### config.mk
export PLATFORM = sky130hd
export DESIGN_NAME = max_relative_change_check_core
export DESIGN_NICKNAME = d
export VERILOG_FILES = /design/src/rtl/mrcc_pkg.sv /design/src/rtl/max_relative_change_check_core.sv /design/src/rtl/mrcc_csr.sv /design/src/rtl/mrcc_mac.sv /design/src/rtl/mrcc_div.sv
export SDC_FILE = /design/constraint.sdc
export NUM_CORES = 2
export LEC_CHECK = 0
export BUFFER_PORTS_ARGS = -buffer_cell sky130_fd_sc_hd__buf_2
export CAP_MARGIN = 10
export CORE_ASPECT_RATIO = 0.75
export CORE_MARGIN = 1.5
export CORE_UTILIZATION = 45
export DETAILED_ROUTE_END_ITERATION = 12
export GPL_TIMING_DRIVEN = 0
export PLACE_DENSITY_LB_ADDON = 0.2
export SYNTH_ARGS = -nofsm -noshare
export SYNTH_HDL_FRONTEND = slang
export SYNTH_SLANG_ARGS = --single-unit
### constraint.sdc
create_clock -name clock -period 10.3 [get_ports clock]
set_clock_uncertainty 0.1 [all_clocks]
set_input_delay 1.03 -clock clock [delete_from_list [all_inputs] [get_ports clock]]
set_output_delay 1.03 -clock clock [all_outputs]
set_load 0.02 [all_outputs]
### src/rtl/mrcc_pkg.sv
package mrcc_pkg;

   // Stage counts and slope fields
   localparam int DEF_MAX_STAGES = 4;
   localparam int NUM_SLOPES     = 4;
   localparam int STAGE_W        = 2;

   // Datapath widths
   localparam int PROD_W  = 50;
   localparam int ACC_W   = 50;
   localparam int DEN_W   = 33;
   localparam int COEF_SH = 14;
   localparam int TERM_SH = 16;

   // Divider
   localparam int DIV_STEPS = 32;
   localparam int DIV_CNT_W = 5;

   // Smallest denominator: 0.002 in Q16.16
   localparam logic [DEN_W-1:0] MIN_DENOM = 33'd131;

   // Configuration register map
   localparam int CSR_INDEX_W = 3;
   typedef enum logic [CSR_INDEX_W-1:0] {
      REG_STEP_SIZE   = 3'd0,
      REG_CHANGE_GOAL = 3'd1,
      REG_STAGE_COUNT = 3'd2,
      REG_WEIGHT0     = 3'd3,
      REG_WEIGHT1     = 3'd4,
      REG_WEIGHT2     = 3'd5,
      REG_WEIGHT3     = 3'd6
   } csr_reg_type;

   localparam logic [31:0]        RST_STEP_SIZE   = 32'h0001_0000;
   localparam logic [31:0]        RST_CHANGE_GOAL = 32'h0001_0000;
   localparam logic [2:0]         RST_STAGE_COUNT = 3'd1;
   localparam logic signed [15:0] RST_WEIGHT0     = 16'sd16384;
   localparam logic signed [15:0] RST_WEIGHT_REST = 16'sd0;

   typedef struct packed {
      logic signed [31:0] old_temperature;
      logic signed [31:0] slope_stage0;
      logic signed [31:0] slope_stage1;
      logic signed [31:0] slope_stage2;
      logic signed [31:0] slope_stage3;
      logic               last_element;
   } req_type;

   typedef struct packed {
      logic [31:0] criterion;
      logic        too_big;
   } rsp_type;

   typedef struct packed {
      logic [31:0] step_size;
      logic [31:0] change_goal;
      logic [2:0]  stage_count;
   } cfg_type;

   // Multiplier operand selection
   typedef enum logic [1:0] {
      SEL_COEF = 2'd0,
      SEL_LOW  = 2'd1,
      SEL_HIGH = 2'd2
   } mac_sel_type;

   typedef struct packed {
      logic        clear;
      logic        mul_en;
      mac_sel_type sel;
      logic        coef_en;
      logic        add_full;
      logic        add_low;
   } mac_ctrl_type;

   // Saturate a wide signed value to signed 32 bits
   function automatic logic signed [31:0] sat32(input logic signed [ACC_W-1:0] x);
      logic [ACC_W-32:0] top_bits;
      logic signed [31:0] res;
      top_bits = x[ACC_W-1:31];
      if (top_bits == '0 || top_bits == '1) begin
         res = x[31:0];
      end else if (x[ACC_W-1]) begin
         res = 32'sh8000_0000;
      end else begin
         res = 32'sh7fff_ffff;
      end
      return res;
   endfunction

endpackage

### src/rtl/max_relative_change_check_core.sv
// Channel  Ports                                   Handshake         Payload
// req      req_valid req_stall req_data            valid && !stall   req_type (element)
// rsp      rsp_valid rsp_stall rsp_data            valid && !stall   rsp_type (criterion)
// csr      csr_valid csr_ready csr_index csr_data  valid && ready    register index, 32-bit data
//
// For each of the n active stages of an element, the shared 33x17 multiplier runs
// the coefficient, settle, low-digit and high-digit phases; then the radix-2 divider
// runs its 32 steps. req_stall is low only while no element is at work.
// A result waits in the output register; a last element finds it still stalled and
// holds in its final state until the register frees. Reset is synchronous and
// restores the register defaults and a zero running maximum.
module max_relative_change_check_core import mrcc_pkg::*; #(
   parameter int MAX_STAGES = DEF_MAX_STAGES
) (
   input  logic                   clock,
   input  logic                   reset,
   input  logic                   req_valid,
   output logic                   req_stall,
   input  req_type                req_data,
   output logic                   rsp_valid,
   input  logic                   rsp_stall,
   output rsp_type                rsp_data,
   input  logic                   csr_valid,
   output logic                   csr_ready,
   input  logic [CSR_INDEX_W-1:0] csr_index,
   input  logic [31:0]            csr_data
);

   typedef enum logic [7:0] {
      ST_IDLE  = 8'b0000_0001,
      ST_MUL   = 8'b0000_0010,
      ST_SUM   = 8'b0000_0100,
      ST_CHG   = 8'b0000_1000,
      ST_DEN   = 8'b0001_0000,
      ST_START = 8'b0010_0000,
      ST_DIV   = 8'b0100_0000,
      ST_DONE  = 8'b1000_0000
   } state_type;

   state_type                          state_ff, state_in;
   logic [STAGE_W-1:0]                 stage_ff, stage_in;
   logic [1:0]                         phase_ff, phase_in;
   req_type                            req_ff, req_in;
   logic signed [31:0]                 change_ff, change_in;
   logic [31:0]                        absc_ff, absc_in;
   logic [DEN_W-1:0]                   denom_ff, denom_in;
   logic [31:0]                        max_ff, max_in;
   logic                               rsp_valid_ff, rsp_valid_in;
   rsp_type                            rsp_ff, rsp_in;

   cfg_type                            cfg;
   logic signed [MAX_STAGES-1:0][15:0] weights;
   mac_ctrl_type                       mac_ctrl;
   logic signed [ACC_W-1:0]            acc;
   logic signed [15:0]                 weight_sel;
   logic signed [31:0]                 slope_sel;
   logic [STAGE_W-1:0]                 last_stage;
   logic [2:0]                         count_clamped;
   logic                               accept;
   logic                               emit;
   logic                               div_start;
   logic [31:0]                        div_quot;
   logic                               div_busy;
   logic                               div_done;
   logic signed [32:0]                 new_temp;
   logic [31:0]                        abs_old;
   logic [32:0]                        abs_new;
   logic [DEN_W-1:0]                   denom_sum;
   logic [31:0]                        max_next;
   logic [31:0]                        crit;
   logic [34:0]                        crit_x5;
   logic [34:0]                        goal_x6;

   assign csr_ready = 1'b1;

   mrcc_csr #(
      .MAX_STAGES(MAX_STAGES)
   ) u_csr (
      .clock    (clock),
      .reset    (reset),
      .wr_en    (csr_valid),
      .wr_index (csr_index),
      .wr_data  (csr_data),
      .cfg      (cfg),
      .weights  (weights)
   );

   // Clamp the stage count to one through MAX_STAGES
   always_comb begin
      if (cfg.stage_count == 3'd0) begin
         count_clamped = 3'd1;
      end else if (cfg.stage_count > 3'(MAX_STAGES)) begin
         count_clamped = 3'(MAX_STAGES);
      end else begin
         count_clamped = cfg.stage_count;
      end
      last_stage = STAGE_W'(count_clamped - 3'd1);
   end

   // Select the current stage's weight and slope
   always_comb begin
      weight_sel = '0;
      for (int i = 0; i < MAX_STAGES; i++) begin
         if (stage_ff == STAGE_W'(i)) begin
            weight_sel = weights[i];
         end
      end
      case (stage_ff)
         2'd0:    slope_sel = req_ff.slope_stage0;
         2'd1:    slope_sel = req_ff.slope_stage1;
         2'd2:    slope_sel = req_ff.slope_stage2;
         2'd3:    slope_sel = req_ff.slope_stage3;
         default: slope_sel = req_ff.slope_stage0;
      endcase
   end

   assign accept    = req_valid && !req_stall;
   assign req_stall = (state_ff != ST_IDLE);
   assign div_start = (state_ff == ST_START);

   // Sequence the multiplier: coefficient, settle, low digit, high digit
   always_comb begin
      mac_ctrl          = '0;
      mac_ctrl.sel      = SEL_COEF;
      mac_ctrl.clear    = accept;
      if (state_ff == ST_MUL) begin
         case (phase_ff)
            2'd0: begin
               mac_ctrl.sel      = SEL_COEF;
               mac_ctrl.mul_en   = 1'b1;
               mac_ctrl.add_full = (stage_ff != '0);
            end
            2'd1: begin
               mac_ctrl.coef_en  = 1'b1;
            end
            2'd2: begin
               mac_ctrl.sel      = SEL_LOW;
               mac_ctrl.mul_en   = 1'b1;
            end
            2'd3: begin
               mac_ctrl.sel      = SEL_HIGH;
               mac_ctrl.mul_en   = 1'b1;
               mac_ctrl.add_low  = 1'b1;
            end
            default: begin
               mac_ctrl.sel      = SEL_COEF;
            end
         endcase
      end else if (state_ff == ST_SUM) begin
         mac_ctrl.add_full = 1'b1;
      end
   end

   mrcc_mac u_mac (
      .clock     (clock),
      .ctrl      (mac_ctrl),
      .step_size (cfg.step_size),
      .weight    (weight_sel),
      .slope     (slope_sel),
      .acc       (acc)
   );

   mrcc_div u_div (
      .clock (clock),
      .reset (reset),
      .start (div_start),
      .numer (absc_ff),
      .denom (denom_ff),
      .quot  (div_quot),
      .busy  (div_busy),
      .done  (div_done)
   );

   // Denominator terms
   always_comb begin
      new_temp  = {req_ff.old_temperature[31], req_ff.old_temperature}
                + {change_ff[31], change_ff};
      abs_old   = req_ff.old_temperature[31] ? 32'(-req_ff.old_temperature)
                                             : req_ff.old_temperature;
      abs_new   = new_temp[32] ? 33'(-new_temp) : new_temp;
      denom_sum = {1'b0, abs_old} + abs_new;
   end

   // Running maximum and criterion
   always_comb begin
      max_next = (div_quot > max_ff) ? div_quot : max_ff;
      crit     = max_next[31] ? 32'hffff_ffff : {max_next[30:0], 1'b0};
      crit_x5  = {1'b0, crit, 2'b00} + {3'b000, crit};
      goal_x6  = {1'b0, cfg.change_goal, 2'b00} + {2'b00, cfg.change_goal, 1'b0};
      emit     = (state_ff == ST_DONE) && req_ff.last_element
              && !(rsp_valid_ff && rsp_stall);
   end

   // Advance the sequencer
   always_comb begin
      state_in     = state_ff;
      stage_in     = stage_ff;
      phase_in     = phase_ff;
      req_in       = req_ff;
      change_in    = change_ff;
      absc_in      = absc_ff;
      denom_in     = denom_ff;
      max_in       = max_ff;
      rsp_in       = rsp_ff;
      rsp_valid_in = rsp_valid_ff && rsp_stall;
      case (state_ff)
         ST_IDLE: begin
            if (accept) begin
               req_in   = req_data;
               stage_in = '0;
               phase_in = '0;
               state_in = ST_MUL;
            end
         end
         ST_MUL: begin
            phase_in = phase_ff + 2'd1;
            if (phase_ff == 2'd3) begin
               if (stage_ff == last_stage) begin
                  state_in = ST_SUM;
               end else begin
                  stage_in = stage_ff + 1'b1;
               end
            end
         end
         ST_SUM: begin
            state_in = ST_CHG;
         end
         ST_CHG: begin
            change_in = sat32(acc);
            state_in  = ST_DEN;
         end
         ST_DEN: begin
            absc_in  = change_ff[31] ? 32'(-change_ff) : change_ff;
            denom_in = (denom_sum < MIN_DENOM) ? MIN_DENOM : denom_sum;
            state_in = ST_START;
         end
         ST_START: begin
            state_in = ST_DIV;
         end
         ST_DIV: begin
            if (div_done) begin
               state_in = ST_DONE;
            end
         end
         ST_DONE: begin
            if (!req_ff.last_element) begin
               max_in   = max_next;
               state_in = ST_IDLE;
            end else if (emit) begin
               rsp_in.criterion = crit;
               rsp_in.too_big   = crit_x5 > goal_x6;
               rsp_valid_in     = 1'b1;
               max_in           = '0;
               state_in         = ST_IDLE;
            end
         end
         default: begin
            state_in = ST_IDLE;
         end
      endcase
   end

   always_ff @(posedge clock) begin
      if (reset) begin
         state_ff     <= ST_IDLE;
         max_ff       <= '0;
         rsp_valid_ff <= 1'b0;
      end else begin
         state_ff     <= state_in;
         max_ff       <= max_in;
         rsp_valid_ff <= rsp_valid_in;
      end
      stage_ff  <= stage_in;
      phase_ff  <= phase_in;
      req_ff    <= req_in;
      change_ff <= change_in;
      absc_ff   <= absc_in;
      denom_ff  <= denom_in;
      rsp_ff    <= rsp_in;
   end

   assign rsp_valid = rsp_valid_ff;
   assign rsp_data  = rsp_ff;

   a_accept_starts : assert property (@(posedge clock) disable iff (reset)
      accept |=> state_ff == ST_MUL)
      else $error("accepted transaction did not start the multiply sequence");

   a_div_running : assert property (@(posedge clock) disable iff (reset)
      state_ff == ST_DIV |-> (div_busy || div_done))
      else $error("waiting on a divider that is not running");

   a_rsp_from_done : assert property (@(posedge clock) disable iff (reset)
      $rose(rsp_valid_ff) |-> $past(state_ff == ST_DONE) && $past(req_ff.last_element))
      else $error("result raised outside the final state of a last element");

   a_max_cleared : assert property (@(posedge clock) disable iff (reset)
      emit |=> max_ff == '0)
      else $error("running maximum not cleared after a result");

endmodule

### src/rtl/mrcc_csr.sv
module mrcc_csr import mrcc_pkg::*; #(
   parameter int MAX_STAGES = DEF_MAX_STAGES
) (
   input  logic                                clock,
   input  logic                                reset,
   input  logic                                wr_en,
   input  logic [CSR_INDEX_W-1:0]              wr_index,
   input  logic [31:0]                         wr_data,
   output cfg_type                             cfg,
   output logic signed [MAX_STAGES-1:0][15:0]  weights
);

   cfg_type                            cfg_ff;
   logic signed [MAX_STAGES-1:0][15:0] weights_ff;

   // Write scalar registers
   always_ff @(posedge clock) begin
      if (reset) begin
         cfg_ff.step_size   <= RST_STEP_SIZE;
         cfg_ff.change_goal <= RST_CHANGE_GOAL;
         cfg_ff.stage_count <= RST_STAGE_COUNT;
      end else if (wr_en) begin
         if (wr_index == REG_STEP_SIZE) begin
            cfg_ff.step_size <= wr_data;
         end
         if (wr_index == REG_CHANGE_GOAL) begin
            cfg_ff.change_goal <= wr_data;
         end
         if (wr_index == REG_STAGE_COUNT) begin
            cfg_ff.stage_count <= wr_data[2:0];
         end
      end
   end

   // Write stage weights; indexes beyond the stored stages drop
   always_ff @(posedge clock) begin
      for (int i = 0; i < MAX_STAGES; i++) begin
         if (reset) begin
            weights_ff[i] <= (i == 0) ? RST_WEIGHT0 : RST_WEIGHT_REST;
         end else if (wr_en && wr_index == CSR_INDEX_W'(int'(REG_WEIGHT0) + i)) begin
            weights_ff[i] <= wr_data[15:0];
         end
      end
   end

   assign cfg     = cfg_ff;
   assign weights = weights_ff;

endmodule

### src/rtl/mrcc_mac.sv
module mrcc_mac import mrcc_pkg::*; (
   input  logic                     clock,
   input  mac_ctrl_type             ctrl,
   input  logic [31:0]              step_size,
   input  logic signed [15:0]       weight,
   input  logic signed [31:0]       slope,
   output logic signed [ACC_W-1:0]  acc
);

   logic signed [32:0]       mul_a;
   logic signed [16:0]       mul_b;
   logic signed [PROD_W-1:0] mul_p;
   logic signed [PROD_W-1:0] prod_ff, prod_in;
   logic signed [31:0]       coef_ff, coef_in;
   logic signed [ACC_W-1:0]  acc_ff, acc_in;

   // Pick operands: weight by step, then coefficient by low and high slope digits
   always_comb begin
      case (ctrl.sel)
         SEL_COEF: begin
            mul_a = {1'b0, step_size};
            mul_b = {weight[15], weight};
         end
         SEL_LOW: begin
            mul_a = {coef_ff[31], coef_ff};
            mul_b = {1'b0, slope[15:0]};
         end
         SEL_HIGH: begin
            mul_a = {coef_ff[31], coef_ff};
            mul_b = {slope[31], slope[31:16]};
         end
         default: begin
            mul_a = '0;
            mul_b = '0;
         end
      endcase
   end

   assign mul_p = mul_a * mul_b;

   // Hold or load product and coefficient
   always_comb begin
      prod_in = ctrl.mul_en ? mul_p : prod_ff;
      coef_in = ctrl.coef_en ? sat32(prod_ff >>> COEF_SH) : coef_ff;
   end

   // Accumulate: low digit product with floor shift, high digit product in full
   always_comb begin
      if (ctrl.clear) begin
         acc_in = '0;
      end else if (ctrl.add_full) begin
         acc_in = acc_ff + prod_ff;
      end else if (ctrl.add_low) begin
         acc_in = acc_ff + (prod_ff >>> TERM_SH);
      end else begin
         acc_in = acc_ff;
      end
   end

   always_ff @(posedge clock) begin
      prod_ff <= prod_in;
      coef_ff <= coef_in;
      acc_ff  <= acc_in;
   end

   assign acc = acc_ff;

endmodule

### src/rtl/mrcc_div.sv
module mrcc_div import mrcc_pkg::*; (
   input  logic              clock,
   input  logic              reset,
   input  logic              start,
   input  logic [31:0]       numer,
   input  logic [DEN_W-1:0]  denom,
   output logic [31:0]       quot,
   output logic              busy,
   output logic              done
);

   logic                 busy_ff, busy_in;
   logic                 done_ff, done_in;
   logic [DIV_CNT_W-1:0] cnt_ff, cnt_in;
   logic [DEN_W-1:0]     den_ff, den_in;
   logic [DEN_W-1:0]     rem_ff, rem_in;
   logic [31:0]          q_ff, q_in;
   logic                 ovf_ff, ovf_in;
   logic [DEN_W:0]       rem_sh;
   logic [DEN_W:0]       rem_sub;
   logic                 fits;

   // One quotient bit per step; dividend bits shift out of the quotient register
   always_comb begin
      rem_sh  = {rem_ff, q_ff[31]};
      fits    = rem_sh >= {1'b0, den_ff};
      rem_sub = rem_sh - {1'b0, den_ff};
   end

   always_comb begin
      busy_in = busy_ff;
      done_in = 1'b0;
      cnt_in  = cnt_ff;
      den_in  = den_ff;
      rem_in  = rem_ff;
      q_in    = q_ff;
      ovf_in  = ovf_ff;
      if (start) begin
         // Load: the top 16 bits of the scaled dividend seed the remainder
         busy_in = 1'b1;
         cnt_in  = '0;
         den_in  = denom;
         rem_in  = DEN_W'(numer[31:16]);
         q_in    = {numer[15:0], 16'h0000};
         ovf_in  = DEN_W'(numer[31:16]) >= denom;
      end else if (busy_ff) begin
         rem_in = fits ? rem_sub[DEN_W-1:0] : rem_sh[DEN_W-1:0];
         q_in   = {q_ff[30:0], fits};
         cnt_in = cnt_ff + 1'b1;
         if (cnt_ff == DIV_CNT_W'(DIV_STEPS - 1)) begin
            busy_in = 1'b0;
            done_in = 1'b1;
         end
      end
   end

   always_ff @(posedge clock) begin
      if (reset) begin
         busy_ff <= 1'b0;
         done_ff <= 1'b0;
      end else begin
         busy_ff <= busy_in;
         done_ff <= done_in;
      end
      cnt_ff <= cnt_in;
      den_ff <= den_in;
      rem_ff <= rem_in;
      q_ff   <= q_in;
      ovf_ff <= ovf_in;
   end

   // Saturate when the quotient needs more than 32 bits
   assign quot = ovf_ff ? 32'hffff_ffff : q_ff;
   assign busy = busy_ff;
   assign done = done_ff;

   a_done_not_busy : assert property (@(posedge clock) disable iff (reset)
      done_ff |-> !busy_ff)
      else $error("divider done while still busy");

endmodule

* Word-level counts from Yosys, hierarchy flattened
Cells that the tools add are included.
** Storage, ports and cells
- Logic and storage cells :: 181
- Bits in registers :: 705
** Cells by class
- Reductions and logical operators :: 34
- Order comparisons :: 6
- Bitwise gates (word level) :: 1
- Equal/unequal tests :: 34
- Multiply operators :: 1
- Add/subtract/negate cells :: 14
- Multiplexer cells :: 55
** Operator list (number)
- $mux 32 :: 12
- $pmux 32 s4 :: 1
- $mux 50 :: 2
- $mux 16 :: 6
- $mux 33 :: 2
- $pmux 33 s2 :: 1
- $neg 32->32 :: 2
- $pmux 8 s8 :: 1
- $pmux 17 s3 :: 1
- $add 50x34->50 :: 1
- $add 50x50->50 :: 1
- $mul 33x17->50 :: 1
- $mux 8 :: 6
- $eq 19x19->1 const B :: 2
- $logic_not 19->1 :: 2
- $add 34x32->35 :: 1
- $add 34x33->35 :: 1
- $gt 35x35->1 :: 1
- $ge 34x33->1 :: 1
- $add 32x32->33 :: 1
- $add 32x33->33 :: 1
- $ge 16x33->1 :: 1
- $lt 33x8->1 const B :: 1
- $neg 33->33 :: 1
- 44 further kinds :: 95

* Longest topological paths before layout
- Word-level depth :: 8
- Mapped depth :: 38
- Mapped depth without buffers :: 36

* By module
A second synthesis with hierarchy kept.
** Unflattened totals
- Cell total of the unflattened synthesis :: 6628
- Area, all modules :: 62220.9 um^2
** Modules (own cells, without submodules)
- mrcc_mac :: cells an instance 3067, area each 27077.2 um^2, times used 1
- max_relative_change_check_core :: cells an instance 2372, area each 23273.6 um^2, times used 1
- mrcc_div :: cells an instance 719, area each 6658.9 um^2, times used 1
- mrcc_csr :: cells an instance 470, area each 5211.2 um^2, times used 1

* Least setup slack after synthesis
OpenSTA, ideal clock, no wires.
- Path type :: reg2reg
- Start point :: reg state_ff[0]
- End point :: reg u_mac.prod_ff[46], data pin
- Slack :: 1548 ps
- Stages on the path, launching flop included :: 35
- Arrival time :: 8393 ps
- Buffers on the path :: 4
- Cell sequence :: dfxtp_1 -> nor4_1 -> and3_1 -> clkbuf_1 -> nand2_1 -> ha_1 -> clkbuf_1 -> buf_1 -> a22oi_1 -> or2_2 -> clkbuf_1 -> nor2_1 -> fa_1 -> inv_1 -> fa_1 -> fa_1 -> inv_1 -> fa_1 -> fa_1 -> inv_1 -> fa_1 -> inv_1 -> ha_1 -> a21o_1 -> a21o_1 -> a211o_1 -> a221oi_1 -> a211oi_1 -> o21ai_0 -> a41oi_1 -> a41oi_1 -> a21o_1 -> nand2b_1 -> a21oi_1 -> xnor2_1
** Between the ends
- Cells in the longest elaborated chain, start to end :: 6
- Elaborated cells between the ends (all ways) :: 9
** Ends and longest elaborated chain
- start: declaration :: RTL line max_relative_change_check_core.sv:40 : state_type state_ff, state_in;
- start signal: assignment :: RTL line max_relative_change_check_core.sv:269 : state_ff <= state_in;
- $eq 8x2->1 * :: RTL line max_relative_change_check_core.sv:126 : if (state_ff == ST_MUL) begin
- $mux 4 * :: RTL line max_relative_change_check_core.sv:126
- $eq 2x1->1 or $eq 2x2->1 (tied branches) :: RTL line mrcc_mac.sv:19 : case (ctrl.sel)
- $reduce_or 2->1 (no source line)
- $pmux 33 s2 :: RTL line mrcc_mac.sv:19
- $mul 33x17->50 * :: RTL line mrcc_mac.sv:39 : assign mul_p = mul_a * mul_b;
- net u_mac.mul_p[46] :: RTL line mrcc_mac.sv:12 : logic signed [PROD_W-1:0] mul_p;
- end signal: assignment :: RTL line mrcc_mac.sv:61 : prod_ff <= prod_in;
- end: declaration :: RTL line mrcc_mac.sv:13 : logic signed [PROD_W-1:0] prod_ff, prod_in;
The timed path passes the listed nets; every way through them passes the cells marked *.
A chain may end at the register's enable or synchronous reset.

* Worst setup path after layout
Ends and elaborated chain as after synthesis.

==> out/qor.yml <==
status:
  status: "finished clean"
worst_setup_path:
  slowest_stage: "a22oi_1"
  crit_fanout: 10
  worst_r2r_path_depth: 33
  critPathMostFrequentCell: "fa_1"
  cpPeakStageDelay_ns: 0.57
  crit_family: "adder cells"
  crit_buf_inv: 7
  rr_startpoint: "state_ff[0]"
  worstPathArrival_ns: 10.37
  critical_path_class: "register to register"
  required_ns: 10.60
  start_kind: "register"
  rr_endpoint: "u_mac.prod_ff[46]"
  cp-end-kind: "register"
  reg2reg_slack_ns: 0.23
global_route:
  grt_pass1_wl_um: 292000
  gr-total-overflow: 0
  grt_pass1_vias: 47100
  grt_max_degree: 68
  antenna_found_initial: 24
  track_usage_pct: 28.3
worst_hold_path:
  worstHoldPathCells: 2
  min_to: "u_csr.weights[41]"
  hp-start: "u_csr.weights[41]"
  holdCritPathClass: "register to register"
clock_network:
  cts-htree-levels: 3
  insertion_delay_ns: 0.72
  cts_made_buffers: 77
  root_buffer: "clkbuf_16"
  cts.clk_slew.worst_paths_ns: 0.06
  clock-sinks: 705
  ctsHoldBuffers: 0
  cts_tree: "done"
  clockBufferDepth: 3
pwr:
  p_per_area_nw_per_um2: 121
  p_leak_uw: 0.0294
  vdd_drop_max_uv: 127
yosys:
  ys_seq_area_share_pct: 30.8
  yosysMostFrequentCell: "nand2_1"
  synth_top_area_share_pct: 22.1
  avgSynthCellArea_um2: 9.15
  ys_ff_latch: 705
  synth_area_leader_cell: "edfxtp_1"
  synth_area_leaders: "edfxtp_1, fa_1, ha_1, dfxtp_1, nand2_1"
  yosys.cell_types.count: 93
  syn-num-nets: 7753
  postSynthCellCount: 6584
  synthArstFlopShare_pct: 0
  synthesis.area_um2: 60300
  yosysWarnings: 0
  synth_edf_count: 443
  synth_common_cells: "nand2_1, inv_1, nor2_1, fa_1, a21oi_1"
  ys.flop_type: "edfxtp_1"
placement:
  place.gp.congestion: 0.990
  portBuffers: 234
  dpl.hpwl_um: 160000
  dp_slack_ns: -2.17
final_layout:
  area_growth_pct: 11.2
  post-route-util_pct: 50.3
  nNetsFinal: 8073
  layout-drive-gt1-share_pct: 8.88
  fillers: 12600
sta:
  worst_slack_ns: 0.232
  fin_setup_tns_ns: 0
  hold_violations: 0
  rsz0062_at_grt: "yes"
  slew_viol_final: 0
  tightest_slew_ns: 1.07
  setup_viol: 0
  fmax_mhz: 99.3
  period_needed_ns: 10.07
  period_share_pct: 97.7
  relSlewSlack_pct: 28.4
die:
  start_util_pct: 45.3
  die_w_um: 426
  core_um2: 133000
  fp.dieH_um: 320
  io_pins: 237
  rows: 116
  die-area_um2: 136000
job:
  drv_cap: 0
routing:
  vias_per_cell: 5.69
  wl_per_cell_um: 22.3
  drt_wl_total_um: 195000
  vias: 49700
  drcViolationCount: 0
  drtAntennaViolNets: 0
  first_iter_violations: 5389
  dr.pass1.iters: 6
## routing by layer
| metal | global-route usage, % | wire length, um | vias to the layer above |
|---|---|---|---|
| met5 | 0 | 38 | - |
| met4 | 4.92 | 2950 | 6 |
| met3 | 6.65 | 20500 | 201 |
| met2 | 39.5 | 79400 | 2051 |
| met1 | 44.3 | 92200 | 24500 |
| li1 | - | - | 22900 |
## where the power goes
group | internal (uW) | leakage (uW) | switching [uW]
Clock | 1660 | 0.00130 | 1290
Sequential | 3180 | 0.00623 | 90.1
Combinational | 664 | 0.0218 | 1220
Total | 5510 | 0.0294 | 2600
## cells in the final DEF (no fill, tap or decap), types with 190 or more instances in the layout
cell type / synthesis / final
ha_1: 426 / 421
inv_1: 704 / 704
fa_1: 542 / 542
a21oi_1: 496 / 494
a21o_1: 232 / 232
buf_2: 0 / 246
nand2_1: 920 / 913
clkbuf_1: 254 / 190
nor2_1: 591 / 579
edfxtp_1: 443 / 443
o21ai_0: 263 / 261
dfxtp_1: 262 / 262
xnor2_1: 228 / 227
## flip-flops by register name, indices dropped and copies added (netlist names), 2 cells and up
name	flops
absc_ff	32
req_ff	161
u_div.den_ff	33
state_ff	8
u_csr.cfg	67
phase_ff	2
u_mac.coef_ff	32
max_ff	32
stage_ff	2
rsp_data	33
denom_ff	33
u_csr.weights	64
u_mac.acc	50
u_div.q_ff	32
u_div.cnt_ff	5
change_ff	32
u_div.rem_ff	33
u_mac.prod_ff	50
## worst min-delay path: stages (launching register included)
cell     delay (ns)
dfxtp_1        0.31
nand2_1        0.05
a21oi_1        0.05
## kinds of logic (layout without fill, tap and decap cells)
family                     count (synthesis)  after routing  share of synthesized area, %
xor gates and xnor gates                 316            316                          4.62
muxes                                     34             34                         0.569
buffers and inverters                    986           1371                          6.15
DFF                                      705            705                          30.8
adders and majority gates                968            968                          26.8
and+or+nand+nor                         2151           2151                          16.1
AOI/OAI and AO/OA                       1423           1423                          15.0
other                                      1              6                       0.00622
## stage by stage
stage	power, uW	hold slack, ns	area, um2	cells
floorplan	4540	0.318	60300	6584
CTS	8110	0.335	66900	8743
global placement	5150	0.340	63700	8588
finish	8110	0.355	67000	8744
global route	8430	0.349	67000	8742
detailed placement	5150	0.344	64000	8612
## how the worst max path moves through the flow
stage | cells after the start | to | startpoint
floorplan | 34 | u_mac.prod_ff[46] | state_ff[0]
CTS | 31 | u_mac.prod_ff[47] | stage_ff[1]
detailed placement | 33 | u_mac.prod_ff[48] | state_ff[3]
finish | 33 | u_mac.prod_ff[46] | state_ff[0]
global route | 35 | u_mac.prod_ff[49] | stage_ff[0]
global placement | 31 | u_mac.prod_ff[48] | state_ff[0]
## layout make-up
cell class                      instances  area [um2]  share of cell area, %
Sequential cell                       705       18500                   27.7
Multi-Input combinational cell       4893       38300                   57.1
Clock inverter                         38         531                  0.792
Buffer                                253        1060                   1.58
Inverter                              705        2650                   3.95
Timing Repair Buffer                  269        1570                   2.34
Tap cell                             1770        2210                   3.30
Clock buffer                          106        2160                   3.23
Antenna cell                            5        12.5                 0.0187
## repair_timing
action / in CTS / in global routing
setup buffers: 11 / 0
pin swaps: 7 / 3
endpoints found under the hold margin: 0 / 0
endpoints found under the setup margin: 30 / 14
gates resized for setup: 93 / 56
(Power assumes the default switching activity.)
